--- src/rtl/cft_pkg.sv ---
package cft_pkg;

  // Default sizes of the table and its entries.
  localparam int unsigned TableDepthDef = 64;
  localparam int unsigned KeyBitsDef    = 32;
  localparam int unsigned PortBitsDef   = 4;

  // Fixed widths of the item fields.
  localparam int unsigned OpcodeW     = 2;
  localparam int unsigned StatusW     = 2;
  localparam int unsigned EntryCountW = 7;

  // Operation codes carried by an input item. Code three is unused.
  typedef enum logic [OpcodeW-1:0] {
    OP_INSERT      = 2'd0,
    OP_REMOVE_KEY  = 2'd1,
    OP_REMOVE_PORT = 2'd2
  } opcode_e;

  // Result status codes.
  typedef enum logic [StatusW-1:0] {
    STAT_DONE = 2'd0,
    STAT_DUP  = 2'd1,
    STAT_FULL = 2'd2,
    STAT_NONE = 2'd3
  } status_e;

endpackage

--- src/rtl/cft_req_if.sv ---
interface cft_req_if #(
  parameter int unsigned KEY_BITS  = cft_pkg::KeyBitsDef,
  parameter int unsigned PORT_BITS = cft_pkg::PortBitsDef
);
  import cft_pkg::*;

  logic                 valid;
  logic                 ready;
  opcode_e              opcode;
  logic [KEY_BITS-1:0]  node_key;
  logic [PORT_BITS-1:0] port;

  modport source (output valid, opcode, node_key, port, input ready);
  modport sink   (input valid, opcode, node_key, port, output ready);

endinterface

--- src/rtl/cft_rsp_if.sv ---
interface cft_rsp_if;
  import cft_pkg::*;

  logic                   valid;
  logic                   ready;
  status_e                status;
  logic [EntryCountW-1:0] entry_count;

  modport source (output valid, status, entry_count, input ready);
  modport sink   (input valid, status, entry_count, output ready);

endinterface

--- src/rtl/compacting_forwarding_table_core.sv ---
// Key to port forwarding table with in-place compaction.
// Requests arrive on req_i (valid/ready): opcode, node_key and port. Each
// accepted item yields exactly one item on rsp_o: a status and the number of
// entries held after the operation. Entries are kept dense in insertion order.
// Insert appends unless the key is present or the table is full; remove by key
// deletes the first match; remove by port deletes every match, shifting the
// survivors down.
// One item is handled at a time. The sequencer walks the N stored entries
// through the single read port of the table memory, one entry per cycle;
// an insert that finds its key stops early, and the unused opcode three
// answers without a walk. No new item is taken until the result has moved
// into the output register.
// A result waits in the output register while the receiver stalls, and the
// next item is already accepted meanwhile; a second result then waits inside
// the block until the first is taken.
// Reset empties the table at once by clearing the entry count; the table
// memory needs no clearing pass.
module compacting_forwarding_table_core #(
  parameter int unsigned TABLE_DEPTH = cft_pkg::TableDepthDef,
  parameter int unsigned KEY_BITS    = cft_pkg::KeyBitsDef,
  parameter int unsigned PORT_BITS   = cft_pkg::PortBitsDef
) (
  input  logic      clk_i,
  input  logic      rst_ni,
  cft_req_if.sink   req_i,
  cft_rsp_if.source rsp_o
);
  import cft_pkg::*;

  localparam int unsigned AW      = $clog2(TABLE_DEPTH);
  localparam int unsigned CW      = $clog2(TABLE_DEPTH + 1);
  localparam int unsigned ENTRY_W = KEY_BITS + PORT_BITS;

  typedef enum logic [1:0] {
    S_IDLE,
    S_SCAN,
    S_RESULT
  } state_e;

  state_e               state_q, state_d;
  opcode_e              op_q, op_d;
  logic [KEY_BITS-1:0]  key_q, key_d;
  logic [PORT_BITS-1:0] port_q, port_d;
  logic [CW-1:0]        count_q, count_d;
  logic [CW-1:0]        rd_q, rd_d;
  logic [CW-1:0]        wr_q, wr_d;
  logic                 cmp_vld_q, cmp_vld_d;
  logic                 hit_q, hit_d;
  status_e              res_status_q, res_status_d;
  logic [CW-1:0]        res_count_q, res_count_d;
  logic                 rsp_valid_q, rsp_valid_d;
  status_e              rsp_status_q, rsp_status_d;
  logic [EntryCountW-1:0] rsp_count_q, rsp_count_d;

  logic                 mem_we;
  logic [AW-1:0]        mem_waddr;
  logic [ENTRY_W-1:0]   mem_wdata;
  logic [AW-1:0]        mem_raddr;
  logic [ENTRY_W-1:0]   mem_rdata;

  logic [KEY_BITS-1:0]  rd_key;
  logic [PORT_BITS-1:0] rd_port;
  logic                 key_hit;
  logic                 port_hit;
  logic                 rm_match;
  logic                 keep;
  logic                 last;

  cft_mem #(
    .DEPTH (TABLE_DEPTH),
    .WIDTH (ENTRY_W)
  ) u_mem (
    .clk_i   (clk_i),
    .we_i    (mem_we),
    .waddr_i (mem_waddr),
    .wdata_i (mem_wdata),
    .raddr_i (mem_raddr),
    .rdata_o (mem_rdata)
  );

  // The shared compare unit looks at the entry read in the previous cycle.
  assign rd_key   = mem_rdata[ENTRY_W-1 -: KEY_BITS];
  assign rd_port  = mem_rdata[PORT_BITS-1:0];
  assign key_hit  = cmp_vld_q && (rd_key == key_q);
  assign port_hit = cmp_vld_q && (rd_port == port_q);
  assign rm_match = (op_q == OP_REMOVE_PORT) ? port_hit : (key_hit && !hit_q);
  assign keep     = cmp_vld_q && !rm_match;
  assign last     = (rd_q == count_q);

  // Sequencer: walk the entries and compare; removes write the survivors back down, inserts append.
  always_comb begin
    state_d      = state_q;
    op_d         = op_q;
    key_d        = key_q;
    port_d       = port_q;
    count_d      = count_q;
    rd_d         = rd_q;
    wr_d         = wr_q;
    cmp_vld_d    = 1'b0;
    hit_d        = hit_q;
    res_status_d = res_status_q;
    res_count_d  = res_count_q;
    rsp_valid_d  = rsp_valid_q;
    rsp_status_d = rsp_status_q;
    rsp_count_d  = rsp_count_q;
    mem_we       = 1'b0;
    mem_waddr    = wr_q[AW-1:0];
    mem_wdata    = mem_rdata;
    mem_raddr    = rd_q[AW-1:0];

    if (rsp_valid_q && rsp_o.ready) begin
      rsp_valid_d = 1'b0;
    end

    unique case (state_q)
      S_IDLE: begin
        if (req_i.valid) begin
          op_d   = req_i.opcode;
          key_d  = req_i.node_key;
          port_d = req_i.port;
          rd_d   = '0;
          wr_d   = '0;
          hit_d  = 1'b0;
          if (req_i.opcode == OP_INSERT || req_i.opcode == OP_REMOVE_KEY ||
              req_i.opcode == OP_REMOVE_PORT) begin
            state_d = S_SCAN;
          end else begin
            res_status_d = STAT_NONE;
            res_count_d  = count_q;
            state_d      = S_RESULT;
          end
        end
      end

      S_SCAN: begin
        if (!last) begin
          cmp_vld_d = 1'b1;
          rd_d      = rd_q + 1'b1;
        end
        if (op_q == OP_INSERT) begin
          if (key_hit) begin
            res_status_d = STAT_DUP;
            res_count_d  = count_q;
            state_d      = S_RESULT;
          end else if (last) begin
            if (count_q == CW'(TABLE_DEPTH)) begin
              res_status_d = STAT_FULL;
              res_count_d  = count_q;
            end else begin
              mem_we       = 1'b1;
              mem_waddr    = count_q[AW-1:0];
              mem_wdata    = {key_q, port_q};
              count_d      = count_q + 1'b1;
              res_status_d = STAT_DONE;
              res_count_d  = count_q + 1'b1;
            end
            state_d = S_RESULT;
          end
        end else begin
          if (rm_match) begin
            hit_d = 1'b1;
          end
          if (keep) begin
            mem_we = 1'b1;
            wr_d   = wr_q + 1'b1;
          end
          if (last) begin
            count_d      = wr_d;
            res_count_d  = wr_d;
            res_status_d = hit_d ? STAT_DONE : STAT_NONE;
            state_d      = S_RESULT;
          end
        end
      end

      S_RESULT: begin
        if (!rsp_valid_q || rsp_o.ready) begin
          rsp_valid_d  = 1'b1;
          rsp_status_d = res_status_q;
          rsp_count_d  = EntryCountW'(res_count_q);
          state_d      = S_IDLE;
        end
      end

      default: begin
        state_d = S_IDLE;
      end
    endcase
  end

  always_ff @(posedge clk_i or negedge rst_ni) begin
    if (!rst_ni) begin
      state_q      <= S_IDLE;
      op_q         <= OP_INSERT;
      key_q        <= '0;
      port_q       <= '0;
      count_q      <= '0;
      rd_q         <= '0;
      wr_q         <= '0;
      cmp_vld_q    <= 1'b0;
      hit_q        <= 1'b0;
      res_status_q <= STAT_DONE;
      res_count_q  <= '0;
      rsp_valid_q  <= 1'b0;
      rsp_status_q <= STAT_DONE;
      rsp_count_q  <= '0;
    end else begin
      state_q      <= state_d;
      op_q         <= op_d;
      key_q        <= key_d;
      port_q       <= port_d;
      count_q      <= count_d;
      rd_q         <= rd_d;
      wr_q         <= wr_d;
      cmp_vld_q    <= cmp_vld_d;
      hit_q        <= hit_d;
      res_status_q <= res_status_d;
      res_count_q  <= res_count_d;
      rsp_valid_q  <= rsp_valid_d;
      rsp_status_q <= rsp_status_d;
      rsp_count_q  <= rsp_count_d;
    end
  end

  assign req_i.ready       = (state_q == S_IDLE);
  assign rsp_o.valid       = rsp_valid_q;
  assign rsp_o.status      = rsp_status_q;
  assign rsp_o.entry_count = rsp_count_q;

endmodule

--- src/rtl/cft_mem.sv ---
module cft_mem #(
  parameter int unsigned DEPTH = cft_pkg::TableDepthDef,
  parameter int unsigned WIDTH = cft_pkg::KeyBitsDef + cft_pkg::PortBitsDef,
  localparam int unsigned AW   = $clog2(DEPTH)
) (
  input  logic             clk_i,
  input  logic             we_i,
  input  logic [AW-1:0]    waddr_i,
  input  logic [WIDTH-1:0] wdata_i,
  input  logic [AW-1:0]    raddr_i,
  output logic [WIDTH-1:0] rdata_o
);

  logic [WIDTH-1:0] mem_q [DEPTH];

  // One write port and one read port with registered read data.
  always_ff @(posedge clk_i) begin
    if (we_i) begin
      mem_q[waddr_i] <= wdata_i;
    end
    rdata_o <= mem_q[raddr_i];
  end

endmodule

--- src/flat_wrapper.sv ---
// flat-port wrapper written by rule: the top's interface ports become plain ports
module compacting_forwarding_table_core_flat import cft_pkg::*;
#(
  parameter int unsigned TABLE_DEPTH = cft_pkg::TableDepthDef,
  parameter int unsigned KEY_BITS    = cft_pkg::KeyBitsDef,
  parameter int unsigned PORT_BITS   = cft_pkg::PortBitsDef
)
  (clk_i, rst_ni, req_i_valid, req_i_opcode, req_i_node_key, req_i_port, req_i_ready, rsp_o_valid, rsp_o_status, rsp_o_entry_count, rsp_o_ready);
  cft_req_if #(.KEY_BITS(KEY_BITS), .PORT_BITS(PORT_BITS)) req_i_i ();
  cft_rsp_if rsp_o_i ();
  input  logic clk_i;
  input  logic rst_ni;
  input wire logic [$bits(req_i_i.valid)-1:0] req_i_valid;
  input wire logic [$bits(req_i_i.opcode)-1:0] req_i_opcode;
  input wire logic [$bits(req_i_i.node_key)-1:0] req_i_node_key;
  input wire logic [$bits(req_i_i.port)-1:0] req_i_port;
  output wire logic [$bits(req_i_i.ready)-1:0] req_i_ready;
  output wire logic [$bits(rsp_o_i.valid)-1:0] rsp_o_valid;
  output wire logic [$bits(rsp_o_i.status)-1:0] rsp_o_status;
  output wire logic [$bits(rsp_o_i.entry_count)-1:0] rsp_o_entry_count;
  input wire logic [$bits(rsp_o_i.ready)-1:0] rsp_o_ready;
  assign req_i_i.valid = req_i_valid;
  assign req_i_i.opcode = req_i_opcode;
  assign req_i_i.node_key = req_i_node_key;
  assign req_i_i.port = req_i_port;
  assign req_i_ready = req_i_i.ready;
  assign rsp_o_valid = rsp_o_i.valid;
  assign rsp_o_status = rsp_o_i.status;
  assign rsp_o_entry_count = rsp_o_i.entry_count;
  assign rsp_o_i.ready = rsp_o_ready;
  compacting_forwarding_table_core #(.TABLE_DEPTH(TABLE_DEPTH), .KEY_BITS(KEY_BITS), .PORT_BITS(PORT_BITS)) u_core (.clk_i(clk_i), .rst_ni(rst_ni), .req_i(req_i_i), .rsp_o(rsp_o_i));
endmodule
--- config.mk ---
export PLATFORM = sky130hd
export DESIGN_NAME = compacting_forwarding_table_core_flat
export DESIGN_NICKNAME = d
export VERILOG_FILES = /design/src/rtl/cft_pkg.sv /design/src/rtl/cft_req_if.sv /design/src/rtl/cft_rsp_if.sv /design/src/rtl/compacting_forwarding_table_core.sv /design/src/rtl/cft_mem.sv /design/src/flat_wrapper.sv
export SDC_FILE = /design/constraint.sdc
export NUM_CORES = 2
export LEC_CHECK = 0
export ABC_AREA = 1
export BUFFER_PORTS_ARGS = -buffer_cell sky130_fd_sc_hd__buf_2
export CAP_MARGIN = 20
export CORE_MARGIN = 2
export CORE_UTILIZATION = 50
export DETAILED_ROUTE_END_ITERATION = 10
export HOLD_SLACK_MARGIN = 0.02
export PLACE_DENSITY = 0.65
export SLEW_MARGIN = 20
export SYNTH_ARGS = -nofsm -noshare
export SYNTH_HDL_FRONTEND = slang
export SYNTH_SLANG_ARGS = --single-unit
--- constraint.sdc ---
create_clock -name clk_i -period 6.7 [get_ports clk_i]
set_input_delay 1.005 -clock clk_i [delete_from_list [all_inputs] [get_ports clk_i]]
set_output_delay 1.005 -clock clk_i [all_outputs]
set_load 0.02 [all_outputs]
==> flow_summary.json <==
{
  "synth_top_cell_area_share_pct": 72.8,
  "max-slew-margin-rel_pct": 24.2,
  "crit_slowest_cell": "sky130_fd_sc_hd__nor2_4",
  "num_rows": 160,
  "int_pwr_mw": 29.4,
  "die_w_um": 440,
  "grt_pass1_vias": 58200,
  "swShare_pct": 35.2,
  "finish.net_count": 7257,
  "flop_pwr_share_pct": 43.4,
  "max-cap-violations": 0,
  "share_clk_of_total_power_pct": 27.7,
  "place_congestion": 0.939,
  "post_cts_sizing": 0,
  "post_cts_buffers": 0,
  "post_drt_wl_per_cell_um": 27.3,
  "groute.usage.overall_pct": 27.5,
  "period_utilization_post_route_pct": 83.8,
  "start_util_pct": 50.1,
  "clk_pin_slew_worst_paths_ns": 0.06,
  "grt_remaining_overflow": 0,
  "cts_htree_levels": 4,
  "cts_root_buffer": "sky130_fd_sc_hd__clkbuf_16",
  "worst_supply_voltage_drop_on_vdd_uv": 353,
  "min_period_ns": 5.62,
  "place_hpwl_um": 140000,
  "tritoncts.num_buffers": 232,
  "min-delay-path-class": "primary input to asynchronous set/reset pin",
  "synth_seq_cells": 2422,
  "asyncSetResetFlopFracSynth_pct": 3.39,
  "drive_gt1_share_pct": 8.90,
  "postCtsHoldBufs": 0,
  "total_die_area_um2": 194000,
  "fin_tns_setup_ns": 0,
  "clock_skew_ns": 0.0406,
  "synthesis.area_per_instance_um2": 13.1,
  "insertion_delay_ns": 0.89,
  "flow.area_growth_from_synthesis_pct": 11.5,
  "synth-edff-count": 2304,
  "grt_setup_unrepaired": "no",
  "yosysMostFrequentCell": "sky130_fd_sc_hd__edfxtp_1",
  "power_leakage_nw": 34.0,
  "mappedNetlistNets": 7323,
  "critical_path.startpoint_type": "register",
  "power.combinational.fraction_pct": 28.9,
  "fmaxAchievable_ghz": 0.178,
  "result_of_the_run": "completed",
  "synth.yosys.seq_area_share_pct": 75.7,
  "drc_errors": 0,
  "crit_required_ns": 7.20,
  "clock_path_buffers": 3,
  "predominant_post_synthesis_flop_cell": "sky130_fd_sc_hd__edfxtp_1",
  "area_inside_the_core_boundary_um2": 190000,
  "synth_commonest_cells": "2304 x sky130_fd_sc_hd__edfxtp_1, 1301 x sky130_fd_sc_hd__nor2_1, 1214 x sky130_fd_sc_hd__o21ai_0",
  "cp_data_arrival_time_ns": 6.12,
  "syn-instance-count": 7277,
  "hold_viol_final": 0,
  "drtIter0Drc": 8160,
  "finalWirelength_um": 271000,
  "synth.distinct_cells": 42,
  "criticalPathCategory": "register to register",
  "timing_max_transition_violations_final": 0,
  "critical_path.endpoint_type": "register",
  "tritoncts": "built",
  "crit_path_cell_trace": "inv_1, nor2_1, inv_1, nor2_2, nand3_4, o21ai_2, nand3_2, nor2_4, buf_4",
  "grt_first_pass_wirelength_um": 392000,
  "tightestPinTransition_ns": 1.14,
  "antenna_left": 0,
  "mappedNetlistArea_um2": 95000,
  "yosysWarningCount": 0,
  "path_max_fanout": 24,
  "routed_via_density": 6.26,
  "report.final.setup_viol": 0,
  "vias": 62100,
  "drt_first_pass_iters": 6,
  "maximum_number_of_pins_on_one_net_before_global_route_repair": 214,
  "die_h_um": 440,
  "power.density_cell_area_nw_per_um2": 428,
  "numPortBuffers": 52,
  "fill_cells": 15000,
  "io_pins": 53,
  "critPathMaxStageDelay_ns": 0.76,
  "cts_sinks": 2422,
  "synth.top_cells.by_area": "sky130_fd_sc_hd__edfxtp_1 73%, sky130_fd_sc_hd__o21ai_0 6.4%, sky130_fd_sc_hd__nor2_1 5.1%, sky130_fd_sc_hd__o22ai_1 2.4%, sky130_fd_sc_hd__nand2_1 2.3%",
  "fin_hold_ws_ns": 0.171,
  "initial_antenna_violation_count": 10,
  "power.switching_mw": 16.0,
  "largest_area_contributor_in_the_netlist": "sky130_fd_sc_hd__edfxtp_1",
  "path_common_cell": "sky130_fd_sc_hd__inv_1"
}
final timing paths:
check | start | endpoint | slack [ns] | depth (start not counted)
hold reg to reg | u_core.res_count_q[2] | u_core.res_count_q[2] | 0.48 | 2
setup / recovery | u_core.state_q[0] | u_core.u_mem.mem_q[38][12] | 1.08 | 9
hold / removal | rst_ni | u_core.rsp_o.status[0] | 0.17 | 1
min in group clk_i | req_i_port[3] | u_core.port_q[3] | 0.33 | 3
max in group asynchronous | rst_ni | u_core.rd_q[1] | 5.40 | 2
setup reg to reg | u_core.state_q[0] | u_core.u_mem.mem_q[38][12] | 1.08 | 9
power by group through the flow:
stage / Combinational, mW / Clock (mW) / Sequential [mW]
detailed placement: 12.8 / 0 / 20.0
global placement: 12.5 / 0 / 20.0
finish: 13.1 / 12.6 / 19.7
CTS: 12.8 / 12.7 / 19.7
global route: 14.1 / 13.3 / 19.7
floorplan: 7.85 / 0 / 20.0
sequential cells by signal (all words and copies together) (netlist names):
signal and count:
u_core.res_count_q 7, u_core.res_status_q 2, u_core.rsp_o.valid 1, u_core.wr_q 7
u_core.rsp_o.entry_count 7, u_core.u_mem.mem_q 2304, u_core.u_mem.rdata_o 36, u_core.state_q 2
u_core.key_q 32, u_core.op_q 2, u_core.rd_q 7, u_core.rsp_o.status 2
u_core.cmp_vld_q 1, u_core.port_q 4, u_core.count_q 7, u_core.hit_q 1
cells in the final DEF, fill, tap and decap left out, drive strengths merged, types with 4 or more instances in the layout:
master  synthesis  routed
o211ai         69      69
clkbuf        417     309
diode           0       4
o221ai        211     211
o22ai         371     371
o21ai        1215    1215
a31oi           8       8
nand3         245     245
o211a           5       5
dfxtp          36      36
ha              4       4
a21oi         103     103
xor2           11      11
nand4          61      61
nand2         574     574
buf            91     208
xnor2           7       7
inv           119     120
mux2            7       7
nor3            8       8
a22oi           6       6
nor2         1309    1309
bufinv          0      14
clkinv          2     106
edfxtp       2304    2304
dfrtp          82      82
cells by family (layout without fill, tap and decap cells):
| group | count (synthesis) | count (layout) | synth area share [%] |
|---|---|---|---|
| mux | 9 | 9 | 0.104 |
| compound gates | 1996 | 1996 | 12.1 |
| fa+ha+maj | 4 | 4 | 0.0527 |
| simple gates | 2199 | 2199 | 9.29 |
| buf+inv | 629 | 759 | 2.58 |
| other cells | 0 | 4 | 0 |
| xor+xnor | 18 | 18 | 0.166 |
| flops | 2422 | 2422 | 75.7 |
metrics by stage:
stage	util [%]	std cells	setup slack, ns	power [mW]	area (um^2)
floorplan	-	7277	2.03	27.9	95000
global placement	52.0	9486	1.35	32.5	98600
detailed placement	52.1	9488	1.30	32.8	98700
CTS	55.9	9918	1.28	45.2	106000
global route	55.9	9918	1.03	47.2	106000
finish	55.9	9922	1.08	45.4	106000
worst max-delay path, delay by kind of cell, from the launching register on:
family,cells,cell delay [ns]
buf+inv,3,1.15
compound gates,1,0.59
simple gates,5,3.07
flops,1,0.38
layout make-up:
class / instances / area (um^2) / area share (%)
Antenna cell: 4 / 10.0 / 0.00944
Clock buffer: 309 / 6230 / 5.88
Clock inverter: 121 / 1030 / 0.975
Inverter: 121 / 484 / 0.457
Multi-Input combinational cell: 4226 / 21500 / 20.3
Sequential cell: 2422 / 72000 / 67.9
Tap cell: 2511 / 3140 / 2.96
Timing Repair Buffer: 208 / 1660 / 1.57
metal layers:
metal  share of wire [%]  wire [um]  GRT usage, %  vias up
li1                    -          -             -    27000
met1                  40     108000          39.4    31100
met2                  46     125000          42.8     3529
met3                  11      28800          5.04      528
met4                 3.2       8530          8.83        0
met5                   0          0             0        -
Note: power is estimated with default switching activity, not from simulation.
